[config.mk]
export PLATFORM = sky130hd
export DESIGN_NAME = homogeneous_point_transform_core
export DESIGN_NICKNAME = d
export VERILOG_FILES = /design/src/hpt_pkg.sv /design/src/homogeneous_point_transform_core.sv /design/src/hpt_mac.sv /design/src/hpt_div.sv
export SDC_FILE = /design/constraint.sdc
export NUM_CORES = 2
export LEC_CHECK = 0
export BUFFER_PORTS_ARGS = -buffer_cell sky130_fd_sc_hd__buf_4
export CAP_MARGIN = 0
export CORE_UTILIZATION = 45
export CTS_CLUSTER_DIAMETER = 30
export DETAILED_ROUTE_END_ITERATION = 6
export MAX_ROUTING_LAYER = met4
export PLACE_DENSITY = 0.62
export SYNTH_ARGS = -nofsm -noshare
export SYNTH_HDL_FRONTEND = slang
export SYNTH_SLANG_ARGS = --single-unit
[constraint.sdc]
create_clock -name i_clk -period 10.95 [get_ports i_clk]
set_clock_uncertainty 0.2 [all_clocks]
set_input_delay 2.19 -clock i_clk [delete_from_list [all_inputs] [get_ports i_clk]]
set_output_delay 2.19 -clock i_clk [all_outputs]
set_load 0.01 [all_outputs]
[src/hpt_pkg.sv]
// Shared types and constants for the homogeneous point transform core.
// Used by hpt_mac, hpt_div and homogeneous_point_transform_core.
package hpt_pkg;

    localparam int VALUE_WIDTH_DEF   = 32;
    localparam int FRACTION_BITS_DEF = 16;

    localparam int COEF_COUNT = 16;
    localparam int COEF_IDX_W = 4;

    localparam logic MODE_LOAD  = 1'b0;
    localparam logic MODE_XFORM = 1'b1;

    // Matrix row that holds the translation, column that gives w.
    localparam logic [1:0] TRANS_ROW = 2'd3;
    localparam logic [1:0] W_COL     = 2'd3;
    localparam logic [1:0] LAST_XYZ  = 2'd2;

    // Sub-steps of one column of multiply-accumulate work.
    localparam logic [3:0] MAC_INIT       = 4'd0;
    localparam logic [3:0] MAC_FIRST      = 4'd1;
    localparam logic [3:0] MAC_LAST_ISSUE = 4'd6;
    localparam logic [3:0] MAC_STORE      = 4'd8;

    typedef enum logic [2:0] {
        ST_IDLE,
        ST_MAC,
        ST_DIV_START,
        ST_DIV_WAIT,
        ST_OUT
    } t_state;

    typedef struct packed {
        logic load;
        logic issue;
        logic hi;
    } t_mac_ctl;

    typedef struct packed {
        logic done;
        logic ovf;
    } t_div_stat;

endpackage

[src/homogeneous_point_transform_core.sv]
// Homogeneous 4x4 point transform with perspective divide, signed fixed point.
// Depends on hpt_pkg, hpt_mac and hpt_div.
//
// A load transaction writes one coefficient. A transform transaction runs on
// the shared multiply-accumulate unit (four columns of nine steps: translation
// load, six half-width partial products, drain, store), then handles x, y and z
// one at a time on the shared restoring divider; a quotient known to overflow
// ends its division early, and a zero w skips the divider. The input is stalled
// for the whole transform. The result sits in an output register, so the next
// transaction is taken while it waits to be collected.
module homogeneous_point_transform_core #(
    parameter int VALUE_WIDTH   = hpt_pkg::VALUE_WIDTH_DEF,
    parameter int FRACTION_BITS = hpt_pkg::FRACTION_BITS_DEF
) (
    input  logic                          i_clk,
    input  logic                          i_rst_n,
    input  logic                          i_in_valid,
    output logic                          o_in_stall,
    input  logic                          i_mode,
    input  logic [hpt_pkg::COEF_IDX_W-1:0] i_coef_index,
    input  logic signed [VALUE_WIDTH-1:0] i_coef_value,
    input  logic signed [VALUE_WIDTH-1:0] i_point_x,
    input  logic signed [VALUE_WIDTH-1:0] i_point_y,
    input  logic signed [VALUE_WIDTH-1:0] i_point_z,
    output logic                          o_out_valid,
    input  logic                          i_out_stall,
    output logic signed [VALUE_WIDTH-1:0] o_result_x,
    output logic signed [VALUE_WIDTH-1:0] o_result_y,
    output logic signed [VALUE_WIDTH-1:0] o_result_z,
    output logic                          o_w_was_zero,
    output logic                          o_saturated
);

    localparam int VW    = VALUE_WIDTH;
    localparam int ACC_W = 2 * VW + 2;
    localparam int NUM_W = ACC_W + FRACTION_BITS;

    localparam logic [VW-1:0] MAX_VAL = {1'b0, {(VW - 1){1'b1}}};
    localparam logic [VW-1:0] MIN_VAL = {1'b1, {(VW - 1){1'b0}}};

    hpt_pkg::t_state    r_state, n_state;
    logic [1:0]         r_col, n_col;
    logic [3:0]         r_sub, n_sub;

    logic signed [VW-1:0]    r_coef [0:hpt_pkg::COEF_COUNT-1];
    logic signed [VW-1:0]    r_pt   [0:2];
    logic signed [ACC_W-1:0] r_acc  [0:3];
    logic [VW-1:0]           r_res  [0:2];
    logic                    r_sat;
    logic                    r_wzero;

    logic                    r_out_vld;
    logic [VW-1:0]           r_out_x, r_out_y, r_out_z;
    logic                    r_out_wz, r_out_sat;

    logic                    w_in_acc;
    logic [3:0]              w_sub_m1;
    logic [1:0]              w_k;
    logic [1:0]              w_pt_idx;
    logic [hpt_pkg::COEF_IDX_W-1:0] w_rd_addr;
    hpt_pkg::t_mac_ctl       w_mac_ctl;
    logic signed [ACC_W-1:0] w_mac_acc;

    logic signed [ACC_W-1:0] w_acc_n, w_acc_w;
    logic                    w_neg_n, w_neg_w, w_wzero;
    logic [ACC_W-1:0]        w_mag_n, w_mag_w, w_shift;
    logic                    w_div_start;
    hpt_pkg::t_div_stat      w_div_stat;
    logic [VW-1:0]           w_div_quot;

    logic                    w_qbig, w_qneg;
    logic [VW-1:0]           w_qv;
    logic                    w_clip_sat;
    logic [VW-1:0]           w_clip_val;

    logic                    w_res_we;
    logic                    w_out_load;

    assign o_in_stall = (r_state != hpt_pkg::ST_IDLE);
    assign w_in_acc   = i_in_valid && !o_in_stall;

    assign w_sub_m1  = r_sub - 4'd1;
    assign w_k       = w_sub_m1[2:1];
    assign w_pt_idx  = (w_k == 2'd3) ? 2'd0 : w_k;
    assign w_rd_addr = (r_sub == hpt_pkg::MAC_INIT) ? {hpt_pkg::TRANS_ROW, r_col} : {w_k, r_col};

    assign w_mac_ctl.load  = (r_state == hpt_pkg::ST_MAC) && (r_sub == hpt_pkg::MAC_INIT);
    assign w_mac_ctl.issue = (r_state == hpt_pkg::ST_MAC) && (r_sub >= hpt_pkg::MAC_FIRST)
                             && (r_sub <= hpt_pkg::MAC_LAST_ISSUE);
    assign w_mac_ctl.hi    = w_sub_m1[0];

    hpt_mac #(
        .VW    (VW),
        .FB    (FRACTION_BITS),
        .ACC_W (ACC_W)
    ) u_mac (
        .i_clk   (i_clk),
        .i_rst_n (i_rst_n),
        .i_ctl   (w_mac_ctl),
        .i_coef  (r_coef[w_rd_addr]),
        .i_pt    (r_pt[w_pt_idx]),
        .o_acc   (w_mac_acc)
    );

    assign w_acc_n = r_acc[r_col];
    assign w_acc_w = r_acc[hpt_pkg::W_COL];
    assign w_neg_n = w_acc_n[ACC_W-1];
    assign w_neg_w = w_acc_w[ACC_W-1];
    assign w_mag_n = w_neg_n ? ACC_W'(-w_acc_n) : ACC_W'(w_acc_n);
    assign w_mag_w = w_neg_w ? ACC_W'(-w_acc_w) : ACC_W'(w_acc_w);
    assign w_wzero = (w_acc_w == '0);
    assign w_shift = w_mag_n >> FRACTION_BITS;

    hpt_div #(
        .VW    (VW),
        .ACC_W (ACC_W),
        .NUM_W (NUM_W)
    ) u_div (
        .i_clk   (i_clk),
        .i_rst_n (i_rst_n),
        .i_start (w_div_start),
        .i_num   ({w_mag_n, {FRACTION_BITS{1'b0}}}),
        .i_den   (w_mag_w),
        .o_stat  (w_div_stat),
        .o_quot  (w_div_quot)
    );

    always_comb begin
        if (r_state == hpt_pkg::ST_DIV_WAIT) begin
            w_qbig = w_div_stat.ovf;
            w_qv   = w_div_quot;
            w_qneg = w_neg_n ^ w_neg_w;
        end else begin
            w_qbig = |w_shift[ACC_W-1:VW];
            w_qv   = w_shift[VW-1:0];
            w_qneg = w_neg_n;
        end
        if (w_qneg) begin
            w_clip_sat = w_qbig || (w_qv[VW-1] && (|w_qv[VW-2:0]));
            w_clip_val = w_clip_sat ? MIN_VAL : ((~w_qv) + VW'(1));
        end else begin
            w_clip_sat = w_qbig || w_qv[VW-1];
            w_clip_val = w_clip_sat ? MAX_VAL : w_qv;
        end
    end

    always_comb begin
        n_state     = r_state;
        n_col       = r_col;
        n_sub       = r_sub;
        w_div_start = 1'b0;
        w_res_we    = 1'b0;
        w_out_load  = 1'b0;
        case (r_state)
            hpt_pkg::ST_IDLE: begin
                if (w_in_acc && (i_mode == hpt_pkg::MODE_XFORM)) begin
                    n_state = hpt_pkg::ST_MAC;
                    n_col   = 2'd0;
                    n_sub   = hpt_pkg::MAC_INIT;
                end
            end
            hpt_pkg::ST_MAC: begin
                if (r_sub == hpt_pkg::MAC_STORE) begin
                    n_sub = hpt_pkg::MAC_INIT;
                    if (r_col == hpt_pkg::W_COL) begin
                        n_col   = 2'd0;
                        n_state = hpt_pkg::ST_DIV_START;
                    end else begin
                        n_col = r_col + 2'd1;
                    end
                end else begin
                    n_sub = r_sub + 4'd1;
                end
            end
            hpt_pkg::ST_DIV_START: begin
                if (w_wzero) begin
                    w_res_we = 1'b1;
                    if (r_col == hpt_pkg::LAST_XYZ) begin
                        n_state = hpt_pkg::ST_OUT;
                    end else begin
                        n_col = r_col + 2'd1;
                    end
                end else begin
                    w_div_start = 1'b1;
                    n_state     = hpt_pkg::ST_DIV_WAIT;
                end
            end
            hpt_pkg::ST_DIV_WAIT: begin
                if (w_div_stat.done) begin
                    w_res_we = 1'b1;
                    if (r_col == hpt_pkg::LAST_XYZ) begin
                        n_state = hpt_pkg::ST_OUT;
                    end else begin
                        n_col   = r_col + 2'd1;
                        n_state = hpt_pkg::ST_DIV_START;
                    end
                end
            end
            hpt_pkg::ST_OUT: begin
                if (!r_out_vld || !i_out_stall) begin
                    w_out_load = 1'b1;
                    n_state    = hpt_pkg::ST_IDLE;
                end
            end
            default: begin
                n_state = hpt_pkg::ST_IDLE;
            end
        endcase
    end

    always_ff @(posedge i_clk) begin
        if (!i_rst_n) begin
            r_state   <= hpt_pkg::ST_IDLE;
            r_col     <= 2'd0;
            r_sub     <= hpt_pkg::MAC_INIT;
            r_out_vld <= 1'b0;
        end else begin
            r_state <= n_state;
            r_col   <= n_col;
            r_sub   <= n_sub;
            if (w_out_load) begin
                r_out_vld <= 1'b1;
            end else if (!i_out_stall) begin
                r_out_vld <= 1'b0;
            end
        end
    end

    always_ff @(posedge i_clk) begin
        if (w_in_acc) begin
            if (i_mode == hpt_pkg::MODE_LOAD) begin
                r_coef[i_coef_index] <= i_coef_value;
            end else begin
                r_pt[0] <= i_point_x;
                r_pt[1] <= i_point_y;
                r_pt[2] <= i_point_z;
                r_sat   <= 1'b0;
            end
        end
        if ((r_state == hpt_pkg::ST_MAC) && (r_sub == hpt_pkg::MAC_STORE)) begin
            r_acc[r_col] <= w_mac_acc;
        end
        if (w_res_we) begin
            r_res[r_col] <= w_clip_val;
            r_sat        <= r_sat | w_clip_sat;
            r_wzero      <= w_wzero;
        end
        if (w_out_load) begin
            r_out_x   <= r_res[0];
            r_out_y   <= r_res[1];
            r_out_z   <= r_res[2];
            r_out_wz  <= r_wzero;
            r_out_sat <= r_sat;
        end
    end

    assign o_out_valid  = r_out_vld;
    assign o_result_x   = r_out_x;
    assign o_result_y   = r_out_y;
    assign o_result_z   = r_out_z;
    assign o_w_was_zero = r_out_wz;
    assign o_saturated  = r_out_sat;

endmodule

[src/hpt_mac.sv]
// Shared multiply-accumulate unit: one half-width partial product per cycle.
// Depends on hpt_pkg for the control struct.
module hpt_mac #(
    parameter int VW    = hpt_pkg::VALUE_WIDTH_DEF,
    parameter int FB    = hpt_pkg::FRACTION_BITS_DEF,
    parameter int ACC_W = 2 * VW + 2
) (
    input  logic                    i_clk,
    input  logic                    i_rst_n,
    input  hpt_pkg::t_mac_ctl       i_ctl,
    input  logic signed [VW-1:0]    i_coef,
    input  logic signed [VW-1:0]    i_pt,
    output logic signed [ACC_W-1:0] o_acc
);

    localparam int LO_W = VW / 2;
    localparam int B_W  = LO_W + 1;
    localparam int P_W  = VW + B_W;

    logic signed [B_W-1:0]   w_b;
    logic signed [P_W-1:0]   w_prod;
    logic signed [ACC_W-1:0] w_term;

    logic signed [P_W-1:0]   r_prod;
    logic                    r_phi;
    logic                    r_pvld;
    logic signed [ACC_W-1:0] r_acc;

    assign w_b    = i_ctl.hi ? B_W'($signed(i_coef[VW-1:LO_W]))
                             : $signed({1'b0, i_coef[LO_W-1:0]});
    assign w_prod = i_pt * w_b;
    assign w_term = r_phi ? (ACC_W'(r_prod) <<< LO_W) : ACC_W'(r_prod);
    assign o_acc  = r_acc;

    always_ff @(posedge i_clk) begin
        if (!i_rst_n) begin
            r_pvld <= 1'b0;
        end else begin
            r_pvld <= i_ctl.issue;
        end
    end

    always_ff @(posedge i_clk) begin
        r_prod <= w_prod;
        r_phi  <= i_ctl.hi;
        if (i_ctl.load) begin
            r_acc <= ACC_W'(i_coef) <<< FB;
        end else if (r_pvld) begin
            r_acc <= r_acc + w_term;
        end
    end

endmodule

[src/hpt_div.sv]
// Restoring divider, one quotient bit per cycle, with early overflow detect.
// Depends on hpt_pkg for the status struct.
module hpt_div #(
    parameter int VW    = hpt_pkg::VALUE_WIDTH_DEF,
    parameter int ACC_W = 2 * VW + 2,
    parameter int NUM_W = ACC_W + hpt_pkg::FRACTION_BITS_DEF
) (
    input  logic               i_clk,
    input  logic               i_rst_n,
    input  logic               i_start,
    input  logic [NUM_W-1:0]   i_num,
    input  logic [ACC_W-1:0]   i_den,
    output hpt_pkg::t_div_stat o_stat,
    output logic [VW-1:0]      o_quot
);

    localparam int HI_W  = NUM_W - VW;
    localparam int CNT_W = $clog2(VW + 1);

    logic [HI_W-1:0]  w_hi;
    logic             w_hi_ge;
    logic [ACC_W:0]   w_trial;
    logic [ACC_W:0]   w_diff;
    logic             w_fit;
    logic             w_done;

    logic [ACC_W-1:0] r_rem;
    logic [ACC_W-1:0] r_den;
    logic [VW-1:0]    r_low;
    logic [CNT_W-1:0] r_cnt;
    logic             r_busy;
    logic             r_ovf;

    assign w_hi    = i_num[NUM_W-1:VW];
    assign w_hi_ge = NUM_W'(w_hi) >= NUM_W'(i_den);
    assign w_trial = {r_rem, r_low[VW-1]};
    assign w_diff  = w_trial - {1'b0, r_den};
    assign w_fit   = !w_diff[ACC_W];
    assign w_done  = r_busy && (r_ovf || (r_cnt == '0));

    assign o_stat.done = w_done;
    assign o_stat.ovf  = r_ovf;
    assign o_quot      = r_low;

    always_ff @(posedge i_clk) begin
        if (!i_rst_n) begin
            r_busy <= 1'b0;
        end else if (i_start) begin
            r_busy <= 1'b1;
        end else if (w_done) begin
            r_busy <= 1'b0;
        end
    end

    always_ff @(posedge i_clk) begin
        if (i_start) begin
            r_ovf <= w_hi_ge;
            r_rem <= ACC_W'(w_hi);
            r_den <= i_den;
            r_low <= i_num[VW-1:0];
            r_cnt <= CNT_W'(VW);
        end else if (r_busy && !w_done) begin
            r_rem <= w_fit ? w_diff[ACC_W-1:0] : w_trial[ACC_W-1:0];
            r_low <= {r_low[VW-2:0], w_fit};
            r_cnt <= r_cnt - CNT_W'(1);
        end
    end

endmodule
**Word-level counts from Yosys, hierarchy flattened**

Memory sizes are Yosys's and may differ from the RTL's. A register that Yosys moved wholly into a read port is not among the register bits.
Cells that the tools add are included.

- RAM bits: 968
- Register bits after elaboration: 303
- Input port bits: 137
- Memories: 4

Memory list:

| memory | words | width | read ports | clocked after memory_dff | wr ports | line | source |
|---|---|---|---|---|---|---|---|
| r_coef | 16 | 32 | 1 | 0 | 1 | homogeneous_point_transform_core.sv:45 | `logic signed [VW-1:0] r_coef [0:hpt_pkg::COEF_COUNT-1];` |
| r_acc | 4 | 66 | 2 | 1 | 1 | homogeneous_point_transform_core.sv:47 | `logic signed [ACC_W-1:0] r_acc [0:3];` |
| r_pt | 3 | 32 | 1 | 0 | 3 | homogeneous_point_transform_core.sv:46 | `logic signed [VW-1:0] r_pt [0:2];` |
| r_res | 3 | 32 | 3 | 3 | 1 | homogeneous_point_transform_core.sv:48 | `logic [VW-1:0] r_res [0:2];` |

- Order comparisons: 3
- $add $sub $neg: 9
- Equality and inequality tests: 16
- Multipliers: 1
- Reduce and logical (&&, ||, !) cells: 36
- Bitwise gates (word level): 3
- Muxes and demuxes: 65

Operators by type and width:

| kind | number |
|---|---|
| 2-to-1 mux 66 bit | 5 |
| 2-to-1 mux 32 bit | 6 |
| negation 66 bit | 2 |
| 2-to-1 mux 50 bit | 2 |
| subtractor 67 x 66 -> 67 bit | 1 |
| adder 66 x 65 -> 66 bit | 1 |
| greater-or-equal comparator 50 x 66 -> 1 bit | 1 |
| logical NOT 66 bit | 1 |
| 2-to-1 mux 64 bit | 1 |
| multiplier 32 x 17 -> 49 bit | 1 |
| adder 32 x 1 -> 32 bit, second input constant | 1 |
| NOT 32 bit | 1 |
| OR reduction 31 bit | 1 |
| 2-to-1 mux 1 bit | 26 |
| 2-to-1 mux 3 bit | 8 |
| 2-to-1 mux 2 bit | 9 |
| OR reduction 18 bit | 1 |
| 2-to-1 mux 17 bit | 1 |
| one-hot mux 3 bit (5 select lines) | 1 |
| 2-to-1 mux 4 bit | 3 |
| nonzero test 2 bit | 6 |
| logical AND 1 bit | 9 |
| != test 2 bit, second input constant | 4 |
| one-hot mux 2 bit (4 select lines) | 1 |
| other kinds (27) | 40 |

**Logic depth before layout (Yosys ltp)**

- Depth after elaboration: 9
- Mapped depth: 39
- Gate-level depth less buffers: 33

**Hierarchy**

Synthesis repeated with hierarchy kept, for this count alone.

- Cell total of the unflattened synthesis: 6950
- Area total of the unflattened synthesis: 84400.9 sq um

Modules (own cells, without submodules):

| module | sequential area each (sq um) | times used | area each (sq um) | cells an instance |
|---|---|---|---|---|
| homogeneous_point_transform_core | 32311.0 | 1 | 45167.1 | 2568 |
| hpt_mac | 2842.7 | 1 | 26912.1 | 3029 |
| hpt_div | 4934.7 | 1 | 12321.8 | 1353 |

**Least setup slack after synthesis**

No wires, ideal clock.

- Path kind: flip-flop to flip-flop
- Start point: reg r_sub[0]
- End point: reg u_mac.r_prod[45]
- Setup time: 0.072 ns
- Path buffers: 7
- Cell stages (with the launch flop): 35
- Period minus slack after synthesis: 10.166 ns
- Setup slack: 0.784 ns
- Arrival time: 9.894 ns
- Required time: 10.678 ns
- Cell sequence: dfxtp_1 inv_2 clkbuf_1 ha_1 clkbuf_1 clkbuf_1 buf_1 buf_1 clkbuf_1 buf_1 mux2i_1 nand2_1 fa_1 inv_1 fa_1 fa_1 fa_1 fa_1 inv_1 fa_1 inv_1 ha_1 a211oi_1 nand2_1 o22a_1 and3_1 o31ai_1 a21oi_1 o31ai_1 a21oi_1 a221oi_1 nor2_1 a221o_1 a21oi_1 xnor2_1

RTL lines:

| item | line | source |
|---|---|---|
| from (decl) | homogeneous_point_transform_core.sv:43 | `logic [3:0] r_sub, n_sub;` |
| from (signal assigned) | homogeneous_point_transform_core.sv:215 | `r_sub <= hpt_pkg::MAC_INIT;` |
| from (signal assigned) | homogeneous_point_transform_core.sv:220 | `r_sub <= n_sub;` |
| to (signal assigned) | hpt_mac.sv:44 | `r_prod <= w_prod;` |
| to (decl) | hpt_mac.sv:24 | `logic signed [P_W-1:0] r_prod;` |

**Worst setup path in the final report**

- Start point: reg r_col[0]
- End point: reg u_mac.r_prod[45]

- Longest elaborated chain between the ends: 4

Ends and longest elaborated chain:

| item | line | source |
|---|---|---|
| from (decl) | homogeneous_point_transform_core.sv:42 | `logic [1:0] r_col, n_col;` |
| from (signal assigned) | homogeneous_point_transform_core.sv:219 | `r_col <= n_col;` |
| 2-to-1 mux 4 bit | homogeneous_point_transform_core.sv:85 | `assign w_rd_addr = (r_sub == hpt_pkg::MAC_INIT) ? {hpt_pkg::TRANS_ROW, r_col} : {w_k, r_col};` |
| memory read (16 x 32 bit) | -- |  |
| 2-to-1 mux 17 bit | hpt_mac.sv:29 | `assign w_b = i_ctl.hi ? B_W'($signed(i_coef[VW-1:LO_W]))` |
| multiplier 32 x 17 -> 49 bit | hpt_mac.sv:31 | `assign w_prod = i_pt * w_b;` |
| named net u_mac.w_prod[45] | hpt_mac.sv:21 | `logic signed [P_W-1:0] w_prod;` |

The timed path passes the listed nets, and every way through them passes these cells.
A chain may end at the register's enable or synchronous reset.

==> results.md <==
* Status: complete, no violations
* Maximum clock frequency at 0.0963 GHz
* Worst setup slack after placement at 0.639 ns
* Wirelength, routed at 224000 um
* Worst-skew pair later-pin latency at 0.92 ns
* Highest cell delay on the worst timing path at 0.87 ns
* Global-route total usage across every layer at 24.9%
* RSZ-0062 raised after global routing: false
* Cell repeated most along the worst path: sky130_fd_sc_hd__fa_1
* Root buffer selected by CTS: sky130_fd_sc_hd__clkbuf_16
* CTS sink cnt at 1369
* Actual slew at the worst max-slew pin at 1.22 ns
* Crit-path leading delay family: adder cells
* Number of distinct library cell variants in the gate-level netlist after synthesis at 96
* Routability congestion estimate from global placement at 0.973
* Global route overflow at 0
* Portion of synthesized cell area occupied by the leading cell type at 45.7%
* Cell Area, Synth at 82200 um2
* Total Nets Final at 7997
* Number of warnings reported in the yosys synthesis log at 0
* Total Neg Setup Slack at 0 ns
* Final setup violation count at 0
* Share of flip-flops with an asynchronous set or reset after synthesis at 0%
* Seq cells post-synth at 1369
* Vias at 54000
* Wire length of the first global-routing pass at 339000 um
* Num ports at 237
* Vias per inst at 5.62
* Data arrival at the endpoint of the critical path at 10.96 ns
* Layout cells sized above 1 at 16.5%
* Port Buf Inserts at 236
* Post-Synthesis Cells at 6626
* Number of enable-type register cells in the synthesized netlist at 1251
* Number of gates resized after CTS at 0
* Clock-pin slew reported for the worst setup and hold paths after clock tree synthesis at 0.05 ns
* Max-cap viol count at 0
* Final Hold Fails at 0
* Iteration count of the initial detailed-routing pass at 6
* Critical path's slowest cell: sky130_fd_sc_hd__dfxtp_4
* Drt wl/cell at 23.3 um
* Critical Path RT at 11.53 ns
* Min setup slack post-route at 0.565 ns
* Antenna violations before repair at 9
* Sum of net half-perimeters after detailed placement at 160000 um
* Number of global-route vias before repair at 55400
* Worst min path class: reg2reg
* Largest area contributor in the netlist: sky130_fd_sc_hd__edfxtp_1
* Pin count of the biggest net entering global routing at 82
* Std cell rows at 156
* Leading cell type by number of instances after synthesis: sky130_fd_sc_hd__edfxtp_1
* Per-instance average area after synthesis at 12.4 um2
* Most used standard cells in the synthesized netlist: sky130_fd_sc_hd__edfxtp_1 (1251), sky130_fd_sc_hd__inv_1 (716), sky130_fd_sc_hd__nand2_1 (597), sky130_fd_sc_hd__fa_1 (524), sky130_fd_sc_hd__nor2_1 (463)
* Final Max Slew Viols at 0
* Predominant post-synthesis flop cell: sky130_fd_sc_hd__edfxtp_1
* Utilization of the core after routing at 53.5%
* Number of post-CTS setup repair buffers at 0
* Seq/Total Area, Yosys at 48.6%
* Count of fill cells added during filler insertion at 15200
* Width of the chip at 429 um
* 1st-iter DRT viols at 4135
* CP bufs+invs at 4
* Die Y-Extent at 429 um
* Level count of the clock H-tree at 5
* Kind of critical path: reg2reg
* Clock period minus worst slack at 10.39 ns
* Full die area at 184000 um2
* Critical path fanouts, max at 38
* Endpoint type of the worst setup path: flop
* Initial cell density of the core at 45.4%
* Layout-stage area growth over the synthesis result at 17.9%
* Top cells by area in the synthesized netlist: sky130_fd_sc_hd__edfxtp_1 (46%), sky130_fd_sc_hd__fa_1 (13%), sky130_fd_sc_hd__mux4_2 (6.1%)
* Antenna viol nets, final at 0
* Final Cycle Share at 94.8%
* Clock tree from TritonCTS: done
* Element type at the critical path start: flop
* DRC violation count after routing at 0
* Net count after synthesis at 7596
* Max-slew headroom at the worst pin at 18.5%
* Core area at 181000 um2
* Clock buffers created by TritonCTS at 295
* Number of buffers on the longest clock path at 4
* Hold-fix buffer count after cts at 0
==> worst paths after layout <==
check | from | end | slack, ns | depth (start not counted)
max | r_col[0] | u_mac.r_prod[45] | 0.56 | 29
min | r_res[1][3] | o_result_y[3] | 0.19 | 0
max reg2reg | r_col[0] | u_mac.r_prod[45] | 0.56 | 29
min reg2reg | r_res[1][3] | o_result_y[3] | 0.19 | 0
==> kinds of logic (layout without fill, tap and decap cells) <==
kind of cell             Yosys count  in the layout  synth area share (%)
AO/OA/AOI/OAI                   1047           1047                  7.86
XOR/XNOR                         314            314                  3.35
adder cells (fa/ha/maj)          833            833                  17.5
buffers and inverters            984           1601                  4.58
flip-flops                      1369           1369                  48.6
multiplexers                     419            419                  8.69
other                              0              7                     0
AND/OR/NAND/NOR                 1660           1660                  9.47
==> through the flow <==
step | std cells | cell area [um2] | hold WS (ns)
floorplan | 6626 | 82200 | 0.200
global placement | 9100 | 87200 | 0.202
detailed placement | 9100 | 87200 | 0.205
CTS | 9613 | 96900 | 0.190
global route | 9619 | 96900 | 0.204
finish | 9620 | 96900 | 0.187
==> worst reg2reg max path, delay by kind of cell, from the launching register on <==
family	cells	cell delay [ns]
AOI/OAI and AO/OA	9	2.20
xor gates and xnor gates	1	0.13
adders and majority gates	7	3.35
buffers and inverters	4	0.60
DFF	1	0.87
muxes	2	1.17
and+or+nand+nor	6	1.78
==> layer usage <==
metal	track usage, %	wire [um]	up-vias
li1	-	-	24500
met1	32.7	94900	27200
met2	38.8	106000	1944
met3	4.66	15700	451
met4	8.90	7630	0
met5	-	0	-
==> cells in the final DEF (no fill, tap or decap), types with 186 or more instances in the layout <==
cell type,instances
sky130_fd_sc_hd__edfxtp_1,1251
sky130_fd_sc_hd__inv_1,715
sky130_fd_sc_hd__nand2_1,596
sky130_fd_sc_hd__fa_1,524
sky130_fd_sc_hd__nor2_1,451
sky130_fd_sc_hd__buf_4,362
sky130_fd_sc_hd__a21oi_1,336
sky130_fd_sc_hd__ha_1,308
sky130_fd_sc_hd__clkbuf_16,301
sky130_fd_sc_hd__o21ai_0,268
sky130_fd_sc_hd__mux4_2,221
sky130_fd_sc_hd__xnor2_1,186
==> state kept, by name, indices dropped and copies added, names as in the netlist, 2 cells and up, named ones only <==
signal,flops
o_result_x,32
o_result_y,32
o_result_z,32
r_acc,264
r_coef,512
r_col,2
r_pt,96
r_res,96
r_state,3
r_sub,4
u_div.o_quot,32
u_div.r_cnt,6
u_div.r_den,66
u_div.r_rem,66
u_mac.o_acc,66
u_mac.r_prod,49
==> area by class of cell <==
type / instances / area [um2] / share of cell area, %
well taps: 2370 / 2970 / 3.06
diodes: 7 / 17.5 / 0.0181
flip-flops and latches: 1369 / 39900 / 41.2
clock inverters: 166 / 1850 / 1.91
clock buffers: 347 / 7770 / 8.03
multi-input cells: 4273 / 38800 / 40.0
repair buffers: 368 / 2840 / 2.93
inverters: 720 / 2710 / 2.80
Power is left out: the tool's default activity adds up to more than one toggle a clock period on the data nets, which glitch-free logic cannot reach.
